===== src/rtl/sfdf_pkg.sv =====
package sfdf_pkg;

	localparam int DelayDepth = 524288;
	localparam int SampleBits = 24;

	localparam int CoefBits = 18;
	localparam int StateBits = 32;
	localparam int GainBits = 15;
	localparam int ModeBits = 2;
	localparam int CfgIdxBits = 3;
	localparam int CfgDataBits = 54;
	localparam int ProdBits = 64;
	localparam int AccBits = 64;

	localparam logic [CfgIdxBits-1:0] RegDelayLength = 3'd0;
	localparam logic [CfgIdxBits-1:0] RegFeedbackGain = 3'd1;
	localparam logic [CfgIdxBits-1:0] RegRoutingMode = 3'd2;
	localparam logic [CfgIdxBits-1:0] RegHighpass = 3'd3;
	localparam logic [CfgIdxBits-1:0] RegLowpass = 3'd4;

	localparam logic [ModeBits-1:0] ModeStereo = 2'd0;
	localparam logic [ModeBits-1:0] ModePingPong = 2'd1;
	localparam logic [ModeBits-1:0] ModeMono = 2'd2;

	// controller states
	typedef enum logic [3:0] {
		ST_CLEAR,
		ST_IDLE,
		ST_READ,
		ST_LOAD,
		ST_FILT,
		ST_FB,
		ST_WRITE,
		ST_OUT
	} state_t;

	// commands from controller to datapath
	typedef struct packed {
		logic clear_wr;
		logic capture_in;
		logic rd_en;
		logic load;
		logic filt_step;
		logic fb_step;
		logic wr_en;
		logic out_load;
	} cmd_t;

	typedef struct packed {
		logic filt_done;
		logic fb_done;
		logic clear_done;
	} stat_t;

	function automatic logic signed [63:0] sat64(input logic signed [63:0] v, input int bits);
		logic signed [63:0] hi;
		logic signed [63:0] lo;
		hi = (64'sd1 <<< (bits - 1)) - 64'sd1;
		lo = -hi - 64'sd1;
		sat64 = (v > hi) ? hi : ((v < lo) ? lo : v);
	endfunction

endpackage


===== src/rtl/sfdf_ctrl.sv =====
module sfdf_ctrl (
	input  logic             clk,
	input  logic             arst_n,
	input  logic             in_valid,
	output logic             in_ready,
	output logic             out_valid,
	input  logic             out_ready,
	input  sfdf_pkg::stat_t  stat,
	output sfdf_pkg::cmd_t   cmd
);

	sfdf_pkg::state_t state_q, state_d;
	logic out_valid_q, out_valid_d;

	always_ff @(posedge clk or negedge arst_n) begin
		if (!arst_n) begin
			state_q <= sfdf_pkg::ST_CLEAR;
			out_valid_q <= 1'b0;
		end else begin
			state_q <= state_d;
			out_valid_q <= out_valid_d;
		end
	end

	assign out_valid = out_valid_q;

	always_comb begin
		state_d = state_q;
		out_valid_d = out_valid_q && !out_ready;
		cmd = '0;
		in_ready = 1'b0;
		case (state_q)
			sfdf_pkg::ST_CLEAR: begin
				cmd.clear_wr = 1'b1;
				if (stat.clear_done) state_d = sfdf_pkg::ST_IDLE;
			end
			sfdf_pkg::ST_IDLE: begin
				in_ready = 1'b1;
				if (in_valid) begin
					cmd.capture_in = 1'b1;
					state_d = sfdf_pkg::ST_READ;
				end
			end
			sfdf_pkg::ST_READ: begin
				cmd.rd_en = 1'b1;
				state_d = sfdf_pkg::ST_LOAD;
			end
			sfdf_pkg::ST_LOAD: begin
				cmd.load = 1'b1;
				state_d = sfdf_pkg::ST_FILT;
			end
			sfdf_pkg::ST_FILT: begin
				cmd.filt_step = 1'b1;
				if (stat.filt_done) state_d = sfdf_pkg::ST_FB;
			end
			sfdf_pkg::ST_FB: begin
				cmd.fb_step = 1'b1;
				if (stat.fb_done) state_d = sfdf_pkg::ST_WRITE;
			end
			sfdf_pkg::ST_WRITE: begin
				cmd.wr_en = 1'b1;
				state_d = sfdf_pkg::ST_OUT;
			end
			sfdf_pkg::ST_OUT: begin
				// wait until the output register is free
				if (!out_valid_q || out_ready) begin
					cmd.out_load = 1'b1;
					out_valid_d = 1'b1;
					state_d = sfdf_pkg::ST_IDLE;
				end
			end
			default: state_d = sfdf_pkg::ST_IDLE;
		endcase
	end

	property p_no_accept_busy;
		@(posedge clk) disable iff (!arst_n)
		(state_q != sfdf_pkg::ST_IDLE) |-> !in_ready;
	endproperty
	assert property (p_no_accept_busy) else $error("input accepted while busy");

	property p_out_after_write;
		@(posedge clk) disable iff (!arst_n)
		cmd.wr_en |=> (state_q == sfdf_pkg::ST_OUT);
	endproperty
	assert property (p_out_after_write) else $error("write not followed by output");

	property p_out_hold;
		@(posedge clk) disable iff (!arst_n)
		(out_valid_q && !out_ready && state_q != sfdf_pkg::ST_OUT) |=> out_valid_q;
	endproperty
	assert property (p_out_hold) else $error("result dropped");

endmodule


===== config.mk =====
export PLATFORM = sky130hd
export DESIGN_NAME = sfdf_ctrl
export DESIGN_NICKNAME = d
export VERILOG_FILES = /design/src/rtl/sfdf_pkg.sv /design/src/rtl/sfdf_ctrl.sv
export SDC_FILE = /design/constraint.sdc
export NUM_CORES = 1
export LEC_CHECK = 0
export ABC_AREA = 1
export BUFFER_PORTS_ARGS = -buffer_cell sky130_fd_sc_hd__buf_2
export CAP_MARGIN = 5
export CORE_AREA = 2 2 39 41
export DETAILED_ROUTE_END_ITERATION = 16
export DIE_AREA = 0 0 41 43
export PLACE_DENSITY_LB_ADDON = 0.08
export SETUP_SLACK_MARGIN = 0.2
export SLEW_MARGIN = 10
export SYNTH_ARGS = -nofsm -noshare
export SYNTH_HDL_FRONTEND = slang
export SYNTH_SLANG_ARGS = --single-unit
export TNS_END_PERCENT = 10

===== constraint.sdc =====
create_clock -name clk -period 1.2 [get_ports clk]
set_clock_uncertainty 0.05 [all_clocks]
set_input_delay 0.24 -clock clk [delete_from_list [all_inputs] [get_ports clk]]
set_output_delay 0.24 -clock clk [all_outputs]
set_load 0.01 [all_outputs]

==> impl_metrics.tcl <==
set metrics [dict create \
    yosys.area_share.simple_pct 48.08 \
    violations "setup timing" \
    die_w_um 41 \
    grt_max_degree 7 \
    gr-total-overflow 0 \
    vias 386 \
    final_hold_viol_count 0 \
    powerDensity_nw_per_um2 2713 \
    drive_gt1_share_pct 58.75 \
    multiInputGateArea_um2 192.7 \
    synth_seq_cells 4 \
    syn_nets 57 \
    synth_area_um2 325.3 \
    grt_usage_pct 10.54 \
    whs_ps 133.0 \
    outcome "finished, violations left" \
    cts_buffer_depth 2 \
    p_leak_nw 0.3333 \
    synth_fa_ha_area_share_pct 0 \
    setup_viol 10 \
    io_pins 17 \
    final_cells 96 \
    register_area_um2 103.9 \
    antennaDiodeCount 0 \
    drcViolationCount 0 \
    cp-end-kind "primary output" \
    placed_area_um2 462.9 \
    clk_latency_ps 230 \
    wl_per_cell_um 8.448 \
    rsz0062_at_grt "true" \
    worst_slack_ps -205.7 \
    clock-root-buffer "clkbuf_4" \
    cts.clk_slew.worst_paths_ps 40 \
    wirelength_um 811 \
    synthMuxAreaShare_pct 0 \
    vdd_drop_max_v 0.0008431 \
    startpoint_type "flop" \
    arrival_ps 1120 \
    cts_buffers 3 \
    maxCapViolCount 0 \
    tightestPinTransition_ps 171.0 \
    path_class "flop to primary output" \
    r2r-start "state_q[2]$_DFFE_PN0P_" \
    min_period_ps 1406 \
    finalCritPeriodShare_pct 117.1 \
    finalMaxSlewViolations 0 \
    numPortBuffers 16 \
    fin_area_um2 564.3 \
    grt_pass1_vias 343 \
    drt_first_pass_iters 2 \
    crit_required_ps 910 \
    synth-xor-area-share_pct 0 \
    fmax_mhz 711.4 \
    htree_num_levels 1 \
    dpl_worst_slack_ps -82.35 \
    hold_path_class "input pin to flop" \
    fin_util_pct 40.78 \
    grt_pass1_wl_um 1304 \
    cts.sinks 4 \
    rrSetupSlack_ps -30 \
    routabilityCongestion 0.6856 \
    crit_path_start "state_q[0]$_DFFE_PN0P_" \
    fill_cells 158 \
    seq_area_frac_synth_pct 30.77 \
    core_area_um2 1384 \
    synth-compound-area-share_pct 3.077 \
    slew_headroom_pct 88.50 \
    final_nets 89 \
    syn_avg_cell_area_um2 6.506 \
    cp_max_fo 5 \
    die_h_um 43 \
    antenna_left 0 \
    tns_ps -1584 \
    syn2layout_area_growth_pct 73.46 \
    antenna_found_initial 0 \
    rows 14 \
    synth_top_family_by_area "simple AND/OR/NAND/NOR gates" \
    avgViaCountPerCell 4.021 \
    die_area_um2 1763 \
    yosysUniqueCellTypes 17 \
    min_from "out_ready" \
    first_iter_violations 2 \
    finalPower_mw 1.531 \
    postSynthCellCount 50 \
    start_util_pct 23.51 \
    cts_tree "done" \
    synth_warnings 0 \
    dp_hpwl_um 639.8 \
    dp.cells 87 \
]
[layer usage]
layer	up-vias	global-route usage [%]	routed length (µm)
met5	-	0	0
met4	0	4.000	0
met3	0	1.571	31
met2	9	15.31	368
met1	164	15.11	412
li1	213	-	-
[worst paths after layout]
path | to | cells after the start
max reg2reg | state_q[0]$_DFFE_PN0P_ | 7
min reg2reg | out_valid$_DFF_PN0_ | 2
max in group asynchronous | state_q[0]$_DFFE_PN0P_ | 2
max | cmd[3] | 4
min in group asynchronous | out_valid$_DFF_PN0_ | 2
min | out_valid$_DFF_PN0_ | 2
[worst max-delay path, cell delays in order, from the launching register on]
cell and delay [ps]:
dfrtp_2 440, nor2_2 150, inv_1 80, nor2_1 80, buf_2 130
[repair_timing]
action	4_1_cts	5_1_grt
pin swaps	3	1
endpoints found under the setup margin	14	14
hold endpoints to repair	4	0
setup buffers	3	2
hold buffers	1	0
gates resized for setup	7	5
[logic make-up (layout without fill, tap and decap cells)]
group,after synthesis,in the layout
simple gates,32,32
buf+inv,12,42
compound gates,2,2
flops,4,4
[cells in the final DEF (no fill, tap or decap), drive strengths merged]
| cell | netlist | final |
|---|---|---|
| buf | 1 | 28 |
| nand2 | 13 | 13 |
| inv | 10 | 10 |
| nor2 | 10 | 10 |
| dfrtp | 4 | 4 |
| clkbuf | 1 | 3 |
| nand3 | 3 | 3 |
| nand3b | 2 | 2 |
| nor3 | 2 | 2 |
| nor4 | 1 | 1 |
| o21ai | 1 | 1 |
| nand4 | 1 | 1 |
| a21oi | 1 | 1 |
| dlygate4sd3 | 0 | 1 |
[state kept, by name (all words and copies together) (netlist names)]
name       cells
state_q        3
out_valid      1
[synth_stat cells]
cell | count | share of area [%]
a21oi_1 | 1 | 1.5
nor2_2 | 4 | 7.7
nand3_2 | 1 | 3.1
o21ai_0 | 1 | 1.5
nor4_1 | 1 | 1.9
nor3_1 | 2 | 3.1
clkbuf_8 | 1 | 4.2
nor2_1 | 6 | 6.9
nand3_1 | 2 | 3.1
inv_1 | 9 | 10
nand2_2 | 1 | 1.9
nand2_1 | 12 | 14
nand4_1 | 1 | 1.9
nand3b_1 | 2 | 4.6
dfrtp_1 | 4 | 31
buf_4 | 1 | 2.3
inv_2 | 1 | 1.2
[area by class of cell]
| cell class | count | share of cell area, % |
|---|---|---|
| Clock buffer | 3 | 3.991 |
| Inverter | 10 | 6.652 |
| Multi-Input combinational cell | 34 | 34.15 |
| Sequential cell | 4 | 18.40 |
| Tap cell | 16 | 3.548 |
| Timing Repair Buffer | 29 | 33.26 |
[power by group]
group | leakage [nW] | switching (mW) | internal (mW)
sequential | 0.0447 | 0.117 | 0.217
clock | 0.0138 | 0.0527 | 0.112
combinational | 0.275 | 0.510 | 0.522
total | 0.333 | 0.680 | 0.851
Power figures use the tool's default switching activity.
